===== src/design/chp_pkg.sv =====
// Shared types and constants for the chunk header parser.
`timescale 1ns / 1ps
`default_nettype none

package chp_pkg;

    localparam int MAX_SECTIONS_DEF = 64;
    localparam int HEADER_LEN       = 8;
    localparam int INDEX_W          = 6;

    localparam logic STATUS_SECTION = 1'b0;
    localparam logic STATUS_OVERRUN = 1'b1;

    typedef struct packed {
        logic        start_req;
        logic [31:0] total_size;
        logic [7:0]  data_byte;
    } t_in_word;

    typedef struct packed {
        logic               status;
        logic [INDEX_W-1:0] section_index;
        logic [31:0]        tag;
        logic [31:0]        body_length;
        logic [31:0]        body_offset;
    } t_out_word;

    typedef struct packed {
        logic      push;
        t_out_word word;
    } t_result;

endpackage

`default_nettype wire


===== src/design/chp_parse.sv =====
// Parse state and per-byte header, body-skip and overrun logic.
`timescale 1ns / 1ps
`default_nettype none

module chp_parse #(
    parameter int MAX_SECTIONS = chp_pkg::MAX_SECTIONS_DEF
) (
    input  wire logic              i_clk,
    input  wire logic              i_rst_n,
    input  wire logic              i_accept,
    input  wire chp_pkg::t_in_word i_word,
    output chp_pkg::t_result       o_result
);

    localparam int CW = $clog2(MAX_SECTIONS + 1);

    logic [3:0]    r_pos,      n_pos;
    logic [31:0]   r_tag,      n_tag;
    logic [31:0]   r_len,      n_len;
    logic [31:0]   r_body,     n_body;
    logic [32:0]   r_consumed, n_consumed;
    logic [31:0]   r_buf_len,  n_buf_len;
    logic [CW-1:0] r_count,    n_count;
    logic          r_halted,   n_halted;

    logic [32:0] hdr_end;
    logic [33:0] body_end;

    always_comb begin
        n_pos      = r_pos;
        n_tag      = r_tag;
        n_len      = r_len;
        n_body     = r_body;
        n_consumed = r_consumed;
        n_buf_len  = r_buf_len;
        n_count    = r_count;
        n_halted   = r_halted;
        hdr_end    = '0;
        body_end   = '0;
        o_result   = '0;

        if (i_accept) begin
            if (i_word.start_req) begin
                n_pos      = '0;
                n_tag      = '0;
                n_len      = '0;
                n_body     = '0;
                n_consumed = '0;
                n_count    = '0;
                n_buf_len  = i_word.total_size;
                n_halted   = 1'b0;
            end
            if (!n_halted) begin
                if (n_body != '0) begin
                    n_body = n_body - 32'd1;
                end else begin
                    if (n_pos == '0) begin
                        if (n_consumed >= {1'b0, n_buf_len} || n_count >= CW'(MAX_SECTIONS))
                        begin
                            n_halted = 1'b1;
                        end
                        n_tag = '0;
                        n_len = '0;
                    end
                    if (!n_halted) begin
                        if (!n_pos[2]) begin
                            n_tag = n_tag | (32'(i_word.data_byte) << {n_pos[1:0], 3'b000});
                        end else begin
                            n_len = n_len | (32'(i_word.data_byte) << {n_pos[1:0], 3'b000});
                        end
                        n_pos = n_pos + 4'd1;
                        if (n_pos == 4'(chp_pkg::HEADER_LEN)) begin
                            n_pos    = '0;
                            hdr_end  = n_consumed + 33'(chp_pkg::HEADER_LEN);
                            body_end = {1'b0, hdr_end} + {2'b00, n_len};
                            o_result.push               = 1'b1;
                            o_result.word.section_index = chp_pkg::INDEX_W'(n_count);
                            o_result.word.tag           = n_tag;
                            o_result.word.body_length   = n_len;
                            o_result.word.body_offset   = hdr_end[31:0];
                            if (body_end > {2'b00, n_buf_len}) begin
                                o_result.word.status = chp_pkg::STATUS_OVERRUN;
                                n_consumed           = hdr_end;
                                n_halted             = 1'b1;
                            end else begin
                                o_result.word.status = chp_pkg::STATUS_SECTION;
                                n_count              = n_count + CW'(1);
                                n_body               = n_len;
                                n_consumed           = body_end[32:0];
                            end
                        end
                    end
                end
            end
        end
    end

    always_ff @(posedge i_clk) begin
        if (!i_rst_n) begin
            r_pos      <= '0;
            r_tag      <= '0;
            r_len      <= '0;
            r_body     <= '0;
            r_consumed <= '0;
            r_buf_len  <= '0;
            r_count    <= '0;
            r_halted   <= 1'b1;
        end else begin
            r_pos      <= n_pos;
            r_tag      <= n_tag;
            r_len      <= n_len;
            r_body     <= n_body;
            r_consumed <= n_consumed;
            r_buf_len  <= n_buf_len;
            r_count    <= n_count;
            r_halted   <= n_halted;
        end
    end

endmodule

`default_nettype wire


===== src/design/chp_out_buf.sv =====
// Result register with a skid stage for the output channel.
`timescale 1ns / 1ps
`default_nettype none

module chp_out_buf (
    input  wire logic               i_clk,
    input  wire logic               i_rst_n,
    input  wire chp_pkg::t_result   i_result,
    output logic                    o_full,
    output logic                    o_out_valid,
    input  wire logic               i_out_stall,
    output chp_pkg::t_out_word      o_out_word
);

    logic               r_out_valid;
    logic               r_skid_valid;
    chp_pkg::t_out_word r_out_word;
    chp_pkg::t_out_word r_skid_word;
    logic               pop;

    assign pop         = r_out_valid && !i_out_stall;
    assign o_full      = r_skid_valid;
    assign o_out_valid = r_out_valid;
    assign o_out_word  = r_out_word;

    always_ff @(posedge i_clk) begin
        if (!i_rst_n) begin
            r_out_valid  <= 1'b0;
            r_skid_valid <= 1'b0;
        end else if (r_skid_valid) begin
            if (pop) begin
                r_out_word   <= r_skid_word;
                r_skid_valid <= 1'b0;
            end
        end else if (i_result.push) begin
            if (!r_out_valid || pop) begin
                r_out_word  <= i_result.word;
                r_out_valid <= 1'b1;
            end else begin
                r_skid_word  <= i_result.word;
                r_skid_valid <= 1'b1;
            end
        end else if (pop) begin
            r_out_valid <= 1'b0;
        end
    end

endmodule

`default_nettype wire


===== src/design/chunk_header_parser.sv =====
// Top level of the chunk header parser: byte input, section/overrun record output.
// A header's record is registered in the result register or skid stage.
// Throughput: one byte per cycle; the state update, with its end-of-body add and
// compare against the buffer length, completes in the cycle a byte is taken.
// Input stalls only while both the result register and skid stage are full.
// Reset (synchronous, active low) halts parsing until a start word; outputs empty.
`timescale 1ns / 1ps
`default_nettype none

module chunk_header_parser #(
    parameter int MAX_SECTIONS = chp_pkg::MAX_SECTIONS_DEF
) (
    input  wire logic               i_clk,
    input  wire logic               i_rst_n,
    input  wire logic               i_in_valid,
    output logic                    o_in_stall,
    input  wire chp_pkg::t_in_word  i_in_word,
    output logic                    o_out_valid,
    input  wire logic               i_out_stall,
    output chp_pkg::t_out_word      o_out_word
);

    logic             accept;
    chp_pkg::t_result result;

    assign accept = i_in_valid && !o_in_stall;

    chp_parse #(
        .MAX_SECTIONS(MAX_SECTIONS)
    ) u_parse (
        .i_clk    (i_clk),
        .i_rst_n  (i_rst_n),
        .i_accept (accept),
        .i_word   (i_in_word),
        .o_result (result)
    );

    chp_out_buf u_out_buf (
        .i_clk       (i_clk),
        .i_rst_n     (i_rst_n),
        .i_result    (result),
        .o_full      (o_in_stall),
        .o_out_valid (o_out_valid),
        .i_out_stall (i_out_stall),
        .o_out_word  (o_out_word)
    );

    // a record is only produced from an accepted word
    a_push_needs_accept: assert property (@(posedge i_clk) disable iff (!i_rst_n)
        result.push |-> accept)
        else $error("record produced without an accepted word");

    // skid stage never holds a word with the result register empty
    a_skid_behind_out: assert property (@(posedge i_clk) disable iff (!i_rst_n)
        o_in_stall |-> o_out_valid)
        else $error("skid stage full while output empty");

    // a new record with the output stalled must fill the skid stage
    a_push_on_stall: assert property (@(posedge i_clk) disable iff (!i_rst_n)
        result.push && o_out_valid && i_out_stall |=> o_in_stall && o_out_valid)
        else $error("record lost while output stalled");

endmodule

`default_nettype wire

===== config.mk =====
export PLATFORM = sky130hd
export DESIGN_NAME = chunk_header_parser
export DESIGN_NICKNAME = d
export VERILOG_FILES = /design/src/design/chp_pkg.sv /design/src/design/chp_parse.sv /design/src/design/chp_out_buf.sv /design/src/design/chunk_header_parser.sv
export SDC_FILE = /design/constraint.sdc
export NUM_CORES = 1
export LEC_CHECK = 0
export ABC_AREA = 1
export BUFFER_PORTS_ARGS = -buffer_cell sky130_fd_sc_hd__buf_2
export CAP_MARGIN = 30
export CELL_PAD_IN_SITES_DETAIL_PLACEMENT = 0
export CELL_PAD_IN_SITES_GLOBAL_PLACEMENT = 2
export CORE_UTILIZATION = 36
export DETAILED_ROUTE_END_ITERATION = 16
export GPL_TIMING_DRIVEN = 0
export PLACE_DENSITY_LB_ADDON = 0.12
export SYNTH_ARGS = -nofsm -noshare
export SYNTH_HDL_FRONTEND = slang
export SYNTH_SLANG_ARGS = --single-unit

===== constraint.sdc =====
create_clock -name i_clk -period 12.51 [get_ports i_clk]
set_input_delay 0 -clock i_clk [delete_from_list [all_inputs] [get_ports i_clk]]
set_output_delay 0 -clock i_clk [all_outputs]
set_load 0.01 [all_outputs]

---- After elaboration in Yosys (flattened, before gate mapping) ----
Cells that the tools add are included.
cells by class
  mux-type cells .......................... 79
  $add $sub $neg .......................... 5
  reductions and logical operators ........ 15
  equal/unequal tests ..................... 3
  bitwise gates (word level) .............. 4
  $lt $le $gt $ge ......................... 3
  shift-type cells ........................ 1
operator list
  cell                   number
  $mux 32                31
  $mux 104               5
  $mux 103               4
  $mux 33                7
  $or 32x32->32          2
  $mux 7                 7
  $add 33x32->34         1
  $gt 34x32->1           1
  $add 33x4->33 const B  1
  $ge 33x32->1           1
  $reduce_bool 32->1     1
  $shl 8x5->32           1
  $sub 32x1->32 const B  1
  $mux 4                 6
  $mux 1                 19
  $reduce_and 4->1       2
  $add 7x1->7 const B    1
  $ge 7x7->1 const B     1
  $reduce_bool 2->1      3
  $add 4x1->4 const B    1
  $eq 4x4->1 const B     1
  $logic_not 4->1        1
  $logic_not 1->1        3
  $reduce_and 3->1       1
  other kinds (5)        8
word-level totals
  input port bits ......................... 45
  output and inout bits ................... 105
  register bits ........................... 381
  word-level logic and storage cells ...... 130

---- Longest topological paths before layout ----
Gate-level depths: netlist (run 1).
  depth after elaboration ................. 25
  gate-level depth with buffers ........... 45
  gate-level depth less buffers ........... 39

---- Cells and area by module ----
From an unflattened synthesis (run 1), not the netlist that was laid out.
unflattened totals
  cells, all modules ...................... 3,276
  area total of the unflattened synthesis .. 23,500.0 um^2
by module, submodules not included
  module               cells an instance  area an instance (um^2)  instances  seq. area each (um^2)
  chp_parse            2,715              15,870.2                 1          3,463.3
  chp_out_buf          559                7,619.8                  1          6,226.0
  chunk_header_parser  2                  10.0                     1          0.0

---- Worst setup path after synthesis (run 1) ----
No wires, ideal clock.
  kind .................................... input -> register
  start ................................... in i_in_word[40] (netlist name)
  end ..................................... reg u_out_buf.r_out_word (netlist bit u_out_buf.o_out_word[0]), enable pin
  data arrival time ....................... 8,364 ps
  slack ................................... 3,547 ps
  stages on the path ...................... 27
  required time ........................... 11,911 ps
  path buffers ............................ 8
  path through ............................ buf_6 > inv_4 > buf_6 > clkbuf_1 > buf_1 > buf_1 > buf_1 > clkbuf_1 > nand2_1 > o21ai_0 > ha_1 > nand2_1 > inv_1 > o21ai_0 > a21oi_1 > nor2_1 > nand2_1 > nand2_1 > nand2_1 > nand2_1 > nand2_1 > nand2_1 > nand2_2 > nor2_8 > buf_2 > nand3_1 > a21oi_1
between the ends
  cells in the longest elaborated chain, start to end .. 15
RTL lines
  element                                            RTL line                   text
  start: declaration                                 chunk_header_parser.sv:17  input wire chp_pkg::t_in_word i_in_word,
  $mux 33, or another cell as far along              chp_parse.sv:43            if (i_word.start_req) begin
  $mux 33, or another cell as far along              chp_parse.sv:42            if (i_accept) begin
  $ge 33x32->1 / $ge 7x7->1 (equally long branches)  chp_parse.sv:58            if (n_consumed >= {1'b0, n_buf_len} || n_count >= CW'(MAX_SECTIONS))
  $logic_or 1x1->1                                   chp_parse.sv:58
  $mux 1                                             chp_parse.sv:58
  $mux 1                                             chp_parse.sv:57            if (n_pos == '0) begin
  $mux 1                                             chp_parse.sv:54            if (n_body != '0) begin
  $mux 1                                             chp_parse.sv:53            if (!n_halted) begin
  $mux 1                                             chp_parse.sv:42
  $mux 104                                           chp_parse.sv:65            if (!n_halted) begin
  $mux 104                                           chp_parse.sv:54
  $mux 104 *                                         chp_parse.sv:53
  $mux 104 *                                         chp_parse.sv:42
  $reduce_bool 2->1 (no line) *                      n/a
  $reduce_and 4->1 (no line) *                       n/a
  end signal: assignment                             chp_out_buf.sv:32          r_out_word <= r_skid_word;
  end signal: assignment                             chp_out_buf.sv:37          r_out_word <= i_result.word;
  end: declaration                                   chp_out_buf.sv:17          chp_pkg::t_out_word r_out_word;
Every way passes the cells marked *; elsewhere a longest branch is shown, timed or not. The select of a mux whose other input is x is not followed.
A chain may end at the register's enable or synchronous reset.

---- Worst setup path after layout (run 1) ----
  start ................................... in i_in_word[40] (netlist name)
  end ..................................... reg u_out_buf.r_skid_word[50] (netlist name), enable pin
between the ends
  cells in the longest elaborated chain, start to end .. 14
RTL lines
  element                                            RTL line           text
  $mux 33, or another cell as far along              chp_parse.sv:43
  $mux 33, or another cell as far along              chp_parse.sv:42
  $ge 33x32->1 / $ge 7x7->1 (equally long branches)  chp_parse.sv:58
  $logic_or 1x1->1                                   chp_parse.sv:58
  $mux 1                                             chp_parse.sv:58
  $mux 1                                             chp_parse.sv:57
  $mux 1                                             chp_parse.sv:54
  $mux 1                                             chp_parse.sv:53
  $mux 1                                             chp_parse.sv:42
  $mux 104                                           chp_parse.sv:65
  $mux 104                                           chp_parse.sv:54
  $mux 104 *                                         chp_parse.sv:53
  $mux 104 *                                         chp_parse.sv:42
  $reduce_and 4->1 (no line) *                       n/a
  end signal: assignment                             chp_out_buf.sv:40  r_skid_word <= i_result.word;
  end: declaration                                   chp_out_buf.sv:18  chp_pkg::t_out_word r_skid_word;
Marked as above.

==> results of run 1 <==
==> per-stage QoR <==
stage	instance area [µm²]	setup TNS, ns	hold slack, ns	util (%)	setup slack (ns)
2_1_floorplan	23100	0	0.139	-	3.55
4_1_cts	27200	0	0.00524	43.0	4.19
3_3_place_gp	24900	-237.52	0.237	39.4	-1.37
3_5_place_dp	25300	0	0.245	40.1	4.12
5_1_grt	27200	0	0.0491	43.1	3.78
6_report	27200	0	0.0251	43.1	4.12
==> final cells by class <==
class / instances / area share [%]
multi-input combinational: 2229 / 41.7
clock buffer: 55 / 4.35
timing repair buffer: 224 / 5.78
tap: 846 / 3.89
buffer: 169 / 2.71
inverter: 353 / 4.88
clock inverter: 28 / 1.11
sequential: 381 / 35.6
==> state kept, by name, indices dropped and copies added, names as in the netlist <==
| name | count |
|---|---|
| u_out_buf.o_out_word | 103 |
| u_parse.r_count | 7 |
| u_out_buf.o_full | 1 |
| u_parse.r_consumed | 33 |
| u_parse.r_halted | 1 |
| u_parse.r_pos | 4 |
| u_parse.r_body | 32 |
| u_parse.r_buf_len | 32 |
| u_out_buf.r_skid_word | 103 |
| u_parse.r_tag | 32 |
| u_parse.r_len | 32 |
| u_out_buf.o_out_valid | 1 |
==> routing by layer <==
| layer | global-route usage [%] | up-vias | part of all wire [%] |
|---|---|---|---|
| met4 | 10.3 | 0 | 3.6 |
| met3 | 3.24 | 133 | 5.2 |
| met5 | 0 | - | 0 |
| met2 | 51.3 | 703 | 49 |
| li1 | - | 11075 | - |
| met1 | 37.6 | 10997 | 43 |
==> path summary, 6_finish.rpt <==
| check | end | slack [ns] | cells after the start |
|---|---|---|---|
| setup / recovery | u_out_buf.r_skid_word[50] | 4.12 | 31 |
| hold / removal | u_parse.r_tag[4] | 0.03 | 5 |
| setup reg to reg | u_parse.r_body[14] | 5.59 | 37 |
| hold reg to reg | u_parse.r_buf_len[22] | 0.45 | 2 |
==> cells by family (layout without fill, tap and decap cells) <==
| family | after synthesis | count (layout) | synth area share [%] |
|---|---|---|---|
| simple gates | 1351 | 1351 | 25.0 |
| compound gates | 724 | 724 | 16.6 |
| buf+inv | 522 | 829 | 8.96 |
| flops | 381 | 381 | 42.0 |
| fa+ha+maj | 98 | 98 | 5.35 |
| xor+xnor | 56 | 56 | 2.13 |
==> cell usage in the layout, fill, tap and decap left out, types with 97 or more instances in the layout <==
cell type	count
o21ai_0	337
ha_1	97
edfxtp_1	206
dfxtp_1	175
inv_1	327
clkbuf_1	118
nor2_1	314
a21oi_1	286
nand2_1	666
nand3_1	237
buf_2	186
==> power breakdown <==
part	switching, µW	internal, µW	leakage, µW
Sequential	16.0	1330	0.00289
Clock	569	781	0.000724
Combinational	230	92.2	0.00663
Total	815	2210	0.0102
==> critical path, delay by kind of cell <==
family	cells	cell delay, ns
compound gates	3	0.66
simple gates	13	2.19
buf+inv	14	5.22
fa+ha+maj	1	0.53
==> reports/qor.yml, run 1 <==
outcome: "complete, no violations"
setup_viol: 0
vias_per_cell: 5.35
crit_path_top_delay_cell: "nor3_4"
ys_async_sr_fraction_pct: 0
io_pins: 150
period_share_pct: 67.1
layout.nets: 3546
finalHoldViolations: 0
worstPathMaxFanout: 19
drt-total-wl_um: 97400
cts_made_buffers: 45
power.total_uw: 3020
synth_cell_types: 54
worstMarginPinSlew_ns: 1.07
cp_data_required_time_ns: 12.82
grt_max_degree: 31
hold_class: "in -> reg"
startpoint_type: "input port"
cts_setup_buffers: 0
synth.avg_cell_area_um2: 7.37
start_util_pct: 36.5
leakagePower_uw: 0.0102
drv_cap: 0
fillers: 6562
skew_ns: 0.0353
yosysWarningCount: 0
slew_headroom_pct: 27.9
grt.total_usage_pct: 29.4
drv_slew: 0
hold_buffers: 38
end_kind: "flop"
clk_pin_slew_worst_paths_ns: 0.06
root_buffer: "clkbuf_16"
fin_cells: 4285
syn_area_um2: 23100
detail_route.wl_per_cell_um: 22.7
antenna_found_initial: 2
syn_inst: 3132
ff_latch_area_um2: 9690
synth_top_area_share_pct: 26.8
coreArea_um2: 63200
drc: 0
yosysMostFrequentCell: "nand2_1"
drtAntennaViolNets: 0
row_count: 92
h-tree-depth: 2
grt_pass1_vias: 21511
cpMostUsedCell: "nand2_1"
yosysSeqAreaShare_pct: 42.0
cts_buffer_depth: 3
hp-start: "i_in_word[4]"
startpoint: "i_in_word[40]"
synth_area_leaders: "edfxtp_1 (27%), dfxtp_1 (15%), nand2_1 (11%)"
yosys-top-cells-count: "nand2_1 (666), o21ai_0 (349), inv_1 (327)"
max-vdd-ir-drop_mv: 0.0848
grt_pass1_wl_um: 140000
slowest_delay_ns: 0.74
cts_tree: "done"
synth-seq-cells: 381
clk-insertion-delay-late_ns: 0.61
powerDensity_nw_per_um2: 111
drtIter0Drc: 1940
clock_sinks: 381
max_freq_mhz: 119
area_delta_synth_final_pct: 17.9
vias: 22908
syn_nets: 3275
diodes: 0
fin_crit_ns: 8.39
die_h_um: 255
gp_congestion: 0.955
numPlacedInstances: 4163
reg2reg_from: "u_parse.r_consumed[3]"
port_buffers: 148
multiInputGateArea_um2: 11300
dp_hpwl_um: 78600
die-area_um2: 65100
synth_edf_count: 206
ys.flop_type: "edfxtp_1"
die_width_um: 255
grt_overflow: 0
layout-drive-gt1-share_pct: 10.3
yosys.area.top_type: "edfxtp_1"
rsz0062_at_grt: "no"
critPathKind: "in -> reg"
cp.arrival_ns: 8.70
drt_pass1_iterations: 6
cts_resized: 0
(Power assumes the default switching activity.)
==> run 2, diff against run 1 <==
--- a/config.mk
+++ b/config.mk
@@ -10,7 +10,7 @@
 export CAP_MARGIN = 30
 export CELL_PAD_IN_SITES_DETAIL_PLACEMENT = 0
 export CELL_PAD_IN_SITES_GLOBAL_PLACEMENT = 2
-export CORE_UTILIZATION = 36
+export CORE_UTILIZATION = 32
 export DETAILED_ROUTE_END_ITERATION = 16
 export GPL_TIMING_DRIVEN = 0
 export PLACE_DENSITY_LB_ADDON = 0.12
==> constraint.sdc (replaced) <==
create_clock -name i_clk -period 7.3 [get_ports i_clk]
set_input_delay 0 -clock i_clk [delete_from_list [all_inputs] [get_ports i_clk]]
set_output_delay 0 -clock i_clk [all_outputs]
set_load 0.01 [all_outputs]
==> run 2 against run 1 <==
  * Cell count grew 2.5%
  * Hold slack lost 0.013 ns
  * Clock skew shrank 0.0023 ns
  * Sequential cell count is the same
  * Sequential power grew 71%
  * Cell area grew 0.79%
  * Critical path type unchanged
  * The run now ends with design-rule violations left
  * Die area grew 12%
  * Global-route usage shrank 2.9 points
  * Non-clock buffer count shrank 1
==> reports/qor.yml, run 2 (same netlist as run 1, synthesis figures left out) <==
top_usage_layer: "met2"  # unchanged
slowest_delay_ns: 0.67  # was 0.74 ns
gp_congestion: 0.920  # was 0.955
cts_tree: "done"  # unchanged
drtIter0Drc: 1937  # was 1940
multiInputGateArea_um2: 11400  # was 11300 µm²
clk_pin_slew_worst_paths_ns: 0.06  # about the same
hold_class: "in -> reg"  # unchanged
grt_pass1_wl_um: 144000  # was 140000 µm
crit_family: "buffers and inverters"  # unchanged
clock_sinks: 381  # unchanged
io_pins: 150  # unchanged
setup_slack_ns: 0.430  # was 4.12 ns
max-vdd-ir-drop_mv: 0.170  # was 0.0848 mV
fin_area_um2: 27400  # was 27200 µm²
reg2reg_from: "u_parse.r_consumed[3]"  # unchanged
setup_viol: 0  # unchanged
antenna_found_initial: 1  # was 2
drtAntennaViolNets: 0  # unchanged
root_buffer: "clkbuf_16"  # unchanged
dp_hpwl_um: 80200  # was 78600 µm
placed_cell_area_um2: 25400  # was 25300 µm²
drc: 2  # was 0
port_buffers: 148  # unchanged
worstPathMaxFanout: 19  # unchanged
startpoint: "i_in_word[40]"  # unchanged
skew_ns: 0.0330  # was 0.0353 ns
cts_buffer_depth: 3  # unchanged
whs_ns: 0.0120  # was 0.0251 ns
worstPathBufferInverterCount: 12  # was 14
slew_headroom_pct: 32.6  # was 27.9%
end_kind: "flop"  # unchanged
ff_latch_area_um2: 9690  # unchanged
detail_route.wl_per_cell_um: 22.5  # was 22.7 µm
place_ws_ns: -0.969  # was 4.12 ns
r2r_slack_ns: 0.67  # was 5.59 ns
grt_use_met2_pct: 47.0  # was 51.3%
violations: "design-rule violations"
grtUsageMet3_pct: 2.41  # was 3.24%
drt_pass1_iterations: 12  # was 6
fin_crit_ns: 6.87
worstMarginPinSlew_ns: 1.00  # was 1.07 ns
coreArea_um2: 71400  # was 63200 µm²
drv_cap: 0  # unchanged
fin_cells: 4390  # was 4285
cp_data_required_time_ns: 7.59  # was 12.82 ns
leakagePower_uw: 0.0102  # about the same
fillers: 7638  # was 6562
clk-insertion-delay-late_ns: 0.61  # about the same
powerDensity_nw_per_um2: 188  # was 111 nW/µm²
numPlacedInstances: 4262  # was 4163
grt_overflow: 0  # unchanged
finalHoldViolations: 0  # unchanged
critPathKind: "in -> reg"  # unchanged
cp.arrival_ns: 7.16  # was 8.70 ns
power.total_uw: 5160  # was 3020 µW
startpoint_type: "input port"  # unchanged
h-tree-depth: 2  # unchanged
use_met1_pct: 33.9  # was 37.6%
start_util_pct: 32.3  # was 36.5%
outcome: "finished, violations left"  # was complete, no violations
rsz0062_at_grt: "no"  # unchanged
row_count: 98  # was 92
grt_pass1_vias: 21755  # was 21511
mostFrequentLayoutCells: "nand2_1 (666), o21ai_0 (336), inv_1 (327)"  # was nand2_1 (666), o21ai_0 (337), inv_1 (327)
grt.total_usage_pct: 26.6  # was 29.4%
drt-total-wl_um: 98900  # was 97400 µm
area_delta_synth_final_pct: 18.8  # was 17.9%
crit_path_top_delay_cell: "buf_1"  # was nor3_4
cts_made_buffers: 46  # was 45
period_share_pct: 94.1
hp-start: "i_in_word[3]"  # was i_in_word[4]
die_h_um: 271  # was 255 µm
die_width_um: 271  # was 255 µm
layout.nets: 3546  # unchanged
layout-drive-gt1-share_pct: 10.6  # was 10.3%
max_freq_mhz: 146
vias: 22714  # was 22908
grt_max_degree: 33  # was 31
drv_slew: 0  # unchanged
final_common_cell: "nand2_1"  # unchanged
cpMostUsedCell: "nand2_1"  # unchanged
vias_per_cell: 5.17  # was 5.35
die-area_um2: 73200  # was 65100 µm²
-- run 2: tightest hold or removal path, delay by kind of cell --
kind	cells	cell delay (ns)
AO/OA/AOI/OAI	2	0.22
buffers and inverters	1	0.13
AND/OR/NAND/NOR	2	0.22
-- run 2: layer usage --
layer  wire, µm  vias to the layer above
met3       4250                      136
met4       3180                        0
li1           -                    11062
met1      43100                    10855
met2      48400                      661
met5          0                        -
-- run 2: area by class of cell --
type                    instances  share of cell area, %
multi-input cells            2229                   41.5
flip-flops and latches        381                   35.3
repair buffers                225                   5.84
inverters                     353                   4.85
clock buffers                  59                   4.41
well taps                     950                   4.33
plain buffers                 167                   2.71
clock inverters                25                   1.03
diodes                          1                0.00912
-- run 2: timing repair --
action	CTS	global route
setup endpoints to repair	136	75
hold endpoints to repair	53	0
pin swaps	0	1
setup buffers	0	1
hold buffers	44	0
resized for setup	2	15
-- run 2: final timing paths --
| check | end | depth (start not counted) |
|---|---|---|
| hold reg to reg | u_parse.r_buf_len[22] | 2 |
| hold / removal | u_parse.r_len[3] | 5 |
| setup / recovery | u_out_buf.r_skid_word[57] | 30 |
| setup reg to reg | u_parse.r_body[5] | 35 |
-- run 2: through the flow --
| stage | utilization (%) | TNS [ns] |
|---|---|---|
| 6_report | 38.4 | 0 |
| 5_1_grt | 38.4 | 0 |
| 4_1_cts | 38.3 | 0 |
| 3_5_place_dp | 35.6 | -169.03 |
| 3_3_place_gp | 35.1 | -836.89 |
| 2_1_floorplan | - | 0 |
-- run 2: power by group --
| group | internal [µW] | leakage (µW) | switching [µW] |
|---|---|---|---|
| logic | 159 | 0.00665 | 388 |
| clock network | 1320 | 0.000728 | 981 |
| registers | 2290 | 0.00285 | 27.0 |
| total | 3770 | 0.0102 | 1400 |
==> run 3, diff against run 2 <==
--- a/config.mk
+++ b/config.mk
@@ -10,9 +10,10 @@
 export CAP_MARGIN = 30
 export CELL_PAD_IN_SITES_DETAIL_PLACEMENT = 0
 export CELL_PAD_IN_SITES_GLOBAL_PLACEMENT = 2
+export CORE_ASPECT_RATIO = 1.75
 export CORE_UTILIZATION = 32
 export DETAILED_ROUTE_END_ITERATION = 16
-export GPL_TIMING_DRIVEN = 0
+export GPL_TIMING_DRIVEN = 1
 export PLACE_DENSITY_LB_ADDON = 0.12
 export SYNTH_ARGS = -nofsm -noshare
 export SYNTH_HDL_FRONTEND = slang
==> constraint.sdc (replaced) <==
create_clock -name i_clk -period 7.3 [get_ports i_clk]
set_input_delay 0 -clock i_clk [delete_from_list [all_inputs] [get_ports i_clk]]
set_output_delay 0 -clock i_clk [all_outputs]
set_load 0.1 [all_outputs]
==> run 3 against run 2 <==
  * The flow now finishes without violations
  * First-iteration DRC count fell by 33%
  * Register-to-register slack worse by 0.06 ns
  * Cell count down 0.21%
  * Total power decreased by 2.5%
  * Hold slack gained 0.0090 ns
  * Via count fell by 0.36%
  * Sequential share of layout area down 0.79 points
  * Sequential cell count stayed put
  * Combinational power decreased by 4%
  * Critical path depth increased by 6
==> reports/qor.yml, run 3 (same netlist as run 1, synthesis figures left out) <==
outcome: "complete, no violations"  # was finished, violations left
slowest_delay_ns: 0.47  # was 0.67 ns
grt_pass1_vias: 22351  # was 21755
coreArea_um2: 71000  # was 71400 µm²
clk-insertion-delay-late_ns: 0.61  # about the same
root_buffer: "clkbuf_16"  # unchanged
mostFrequentLayoutCells: "nand2_1 (664), o21ai_0 (349), inv_1 (327)"  # was nand2_1 (666), o21ai_0 (336), inv_1 (327)
drtAntennaViolNets: 0  # unchanged
fin_cells: 4381  # was 4390
drv_slew: 0  # unchanged
port_buffers: 149  # was 148
drc: 0  # was 2
pwr-share-clk_pct: 43.6  # was 44.6%
die-area_um2: 73200  # about the same
row_count: 129  # was 98
fin_tns_setup_ns: 0  # unchanged
layout.nets: 3574  # was 3546
die_width_um: 205  # was 271 µm
drv_cap: 0  # unchanged
vias: 22633  # was 22714
grtUsageMet3_pct: 2.15  # was 2.41%
h-tree-depth: 2  # unchanged
max_freq_mhz: 150  # was 146 MHz
layout-drive-gt1-share_pct: 14.3  # was 10.6%
powerDensity_nw_per_um2: 179  # was 188 nW/µm²
startpoint: "u_parse.r_consumed[4]"  # was i_in_word[40]
start_util_pct: 32.5  # was 32.3%
io_pins: 150  # unchanged
setup_viol: 0  # unchanged
drtIter0Drc: 1305  # was 1937
r2r-end: "u_parse.r_count[1]"  # was u_parse.r_body[5]
startpoint_type: "flop"  # was input port
area_delta_synth_final_pct: 21.6  # was 18.8%
cp.depth: 36  # was 30
crit_path_top_delay_cell: "ha_2"  # was buf_1
max-vdd-ir-drop_mv: 0.158  # was 0.170 mV
combPwrFrac_pct: 10.5  # was 10.6%
crit_family: "simple AND/OR/NAND/NOR gates"  # was buffers and inverters
p_switching_uw: 1390  # was 1400 µW
period_share_pct: 91.6  # was 94.1%
finalHoldViolations: 0  # unchanged
vias_per_cell: 5.17  # about the same
dp_hpwl_um: 75500  # was 80200 µm
numPlacedInstances: 4234  # was 4262
die_h_um: 357  # was 271 µm
cts_made_buffers: 41  # was 46
rsz0062_at_grt: "no"  # unchanged
critPathKind: "reg -> reg"  # was in -> reg
cpMostUsedCell: "nand2_1"  # unchanged
fin_crit_ns: 6.69  # was 6.87 ns
skew_ns: 0.0273  # was 0.0330 ns
grt_max_degree: 199  # was 33
top_usage_layer: "met2"  # unchanged
intPower_uw: 3650  # was 3770 µW
r2r_cells: 36  # was 35
drt_pass1_iterations: 6  # was 12
grt_overflow: 0  # unchanged
power.share.switching_pct: 27.6  # was 27.0%
cp_data_required_time_ns: 7.80  # was 7.59 ns
leakagePower_uw: 0.0108  # was 0.0102 µW
slew_headroom_pct: 31.1  # was 32.6%
diodes: 0  # was 1
worstMarginPinSlew_ns: 1.03  # was 1.00 ns
clk_pin_slew_worst_paths_ns: 0.07  # was 0.06 ns
p_seq_share_pct: 45.9  # was 44.8%
use_met1_pct: 27.3  # was 33.9%
crit_end: "u_parse.r_count[1]"  # was u_out_buf.r_skid_word[57]
cp.arrival_ns: 7.19  # was 7.16 ns
drt-total-wl_um: 98900  # about the same
cts_buffer_depth: 3  # unchanged
clock_sinks: 381  # unchanged
reg2reg_from: "u_parse.r_consumed[4]"  # was u_parse.r_consumed[3]
worstPathBufferInverterCount: 7  # was 12
detail_route.wl_per_cell_um: 22.6  # was 22.5 µm
worstPathMaxFanout: 11  # was 19
r2r_slack_ns: 0.61  # was 0.67 ns
grt_use_met2_pct: 50.8  # was 47.0%
grt.total_usage_pct: 26.9  # was 26.6%
hold_class: "in -> reg"  # unchanged
gp_congestion: 0.930  # was 0.920
end_kind: "flop"  # unchanged
cts_tree: "done"  # unchanged
final_common_cell: "nand2_1"  # unchanged
grt_pass1_wl_um: 144000  # about the same
antenna_found_initial: 2  # was 1
-- run 3: timing repair --
action                                  CTS  global route
gates resized for setup                   0             6
buffers inserted                          0             0
endpoints found under the hold margin    42             0
endpoints found under the setup margin    0            75
hold buffers                             71             0
-- run 3: area by class of cell --
cell class / instances / area [µm²]
clock buffer: 49 / 1100
clock inverter: 27 / 263
fill: 7543 / 43000
inverter: 353 / 1330
multi-input combinational: 2229 / 11400
sequential: 381 / 9690
tap: 917 / 1150
timing repair buffer: 425 / 3150
-- run 3: routing by layer --
layer  up-vias  routed length, µm
li1      11098                  -
met1     10712              35200
met2       621              52400
met3       202               2990
met4         0               8320
met5         -                  0
-- run 3: power groups by stage --
stage	registers (µW)	logic [µW]	clock network, µW
4_1_cts	2310	530	2260
5_1_grt	2310	583	2320
2_1_floorplan	2350	330	0
6_report	2310	527	2200
3_5_place_dp	2360	501	0
3_3_place_gp	2350	496	0
-- run 3: worst min path at each step --
stage,start,end,slack [ns],cells past startpoint
after floorplan,i_in_word[8],u_parse.r_buf_len[0],0.14,2
after global placement,i_in_word[29],u_parse.r_buf_len[21],0.24,3
after detailed placement,i_in_word[22],u_parse.r_buf_len[14],0.25,3
after CTS,i_in_word[2],u_parse.r_tag[2],0.002,5
after global routing,i_in_word[2],u_parse.r_tag[2],0.03,5
final,i_in_word[2],u_parse.r_tag[2],0.02,5
-- run 3: metrics by stage --
step / setup slack [ns] / total power [µW] / util, % / area (µm²) / hold slack (ns)
floorplan: 0.380 / 2680 / - / 23100 / 0.139
global placement: 0.100 / 2850 / 36.6 / 26000 / 0.238
detailed placement: 0.213 / 2860 / 36.6 / 26000 / 0.247
CTS: 0.178 / 5100 / 39.5 / 28000 / 0.00245
global route: 0.0331 / 5220 / 39.5 / 28100 / 0.0274
finish: 0.613 / 5030 / 39.5 / 28100 / 0.0209
-- run 3: worst min-delay path, cell delays in order --
cell and delay, ns:
buf_2 0.13, nand2_1 0.14, o21ai_0 0.14, nand2_1 0.09, a21oi_1 0.06
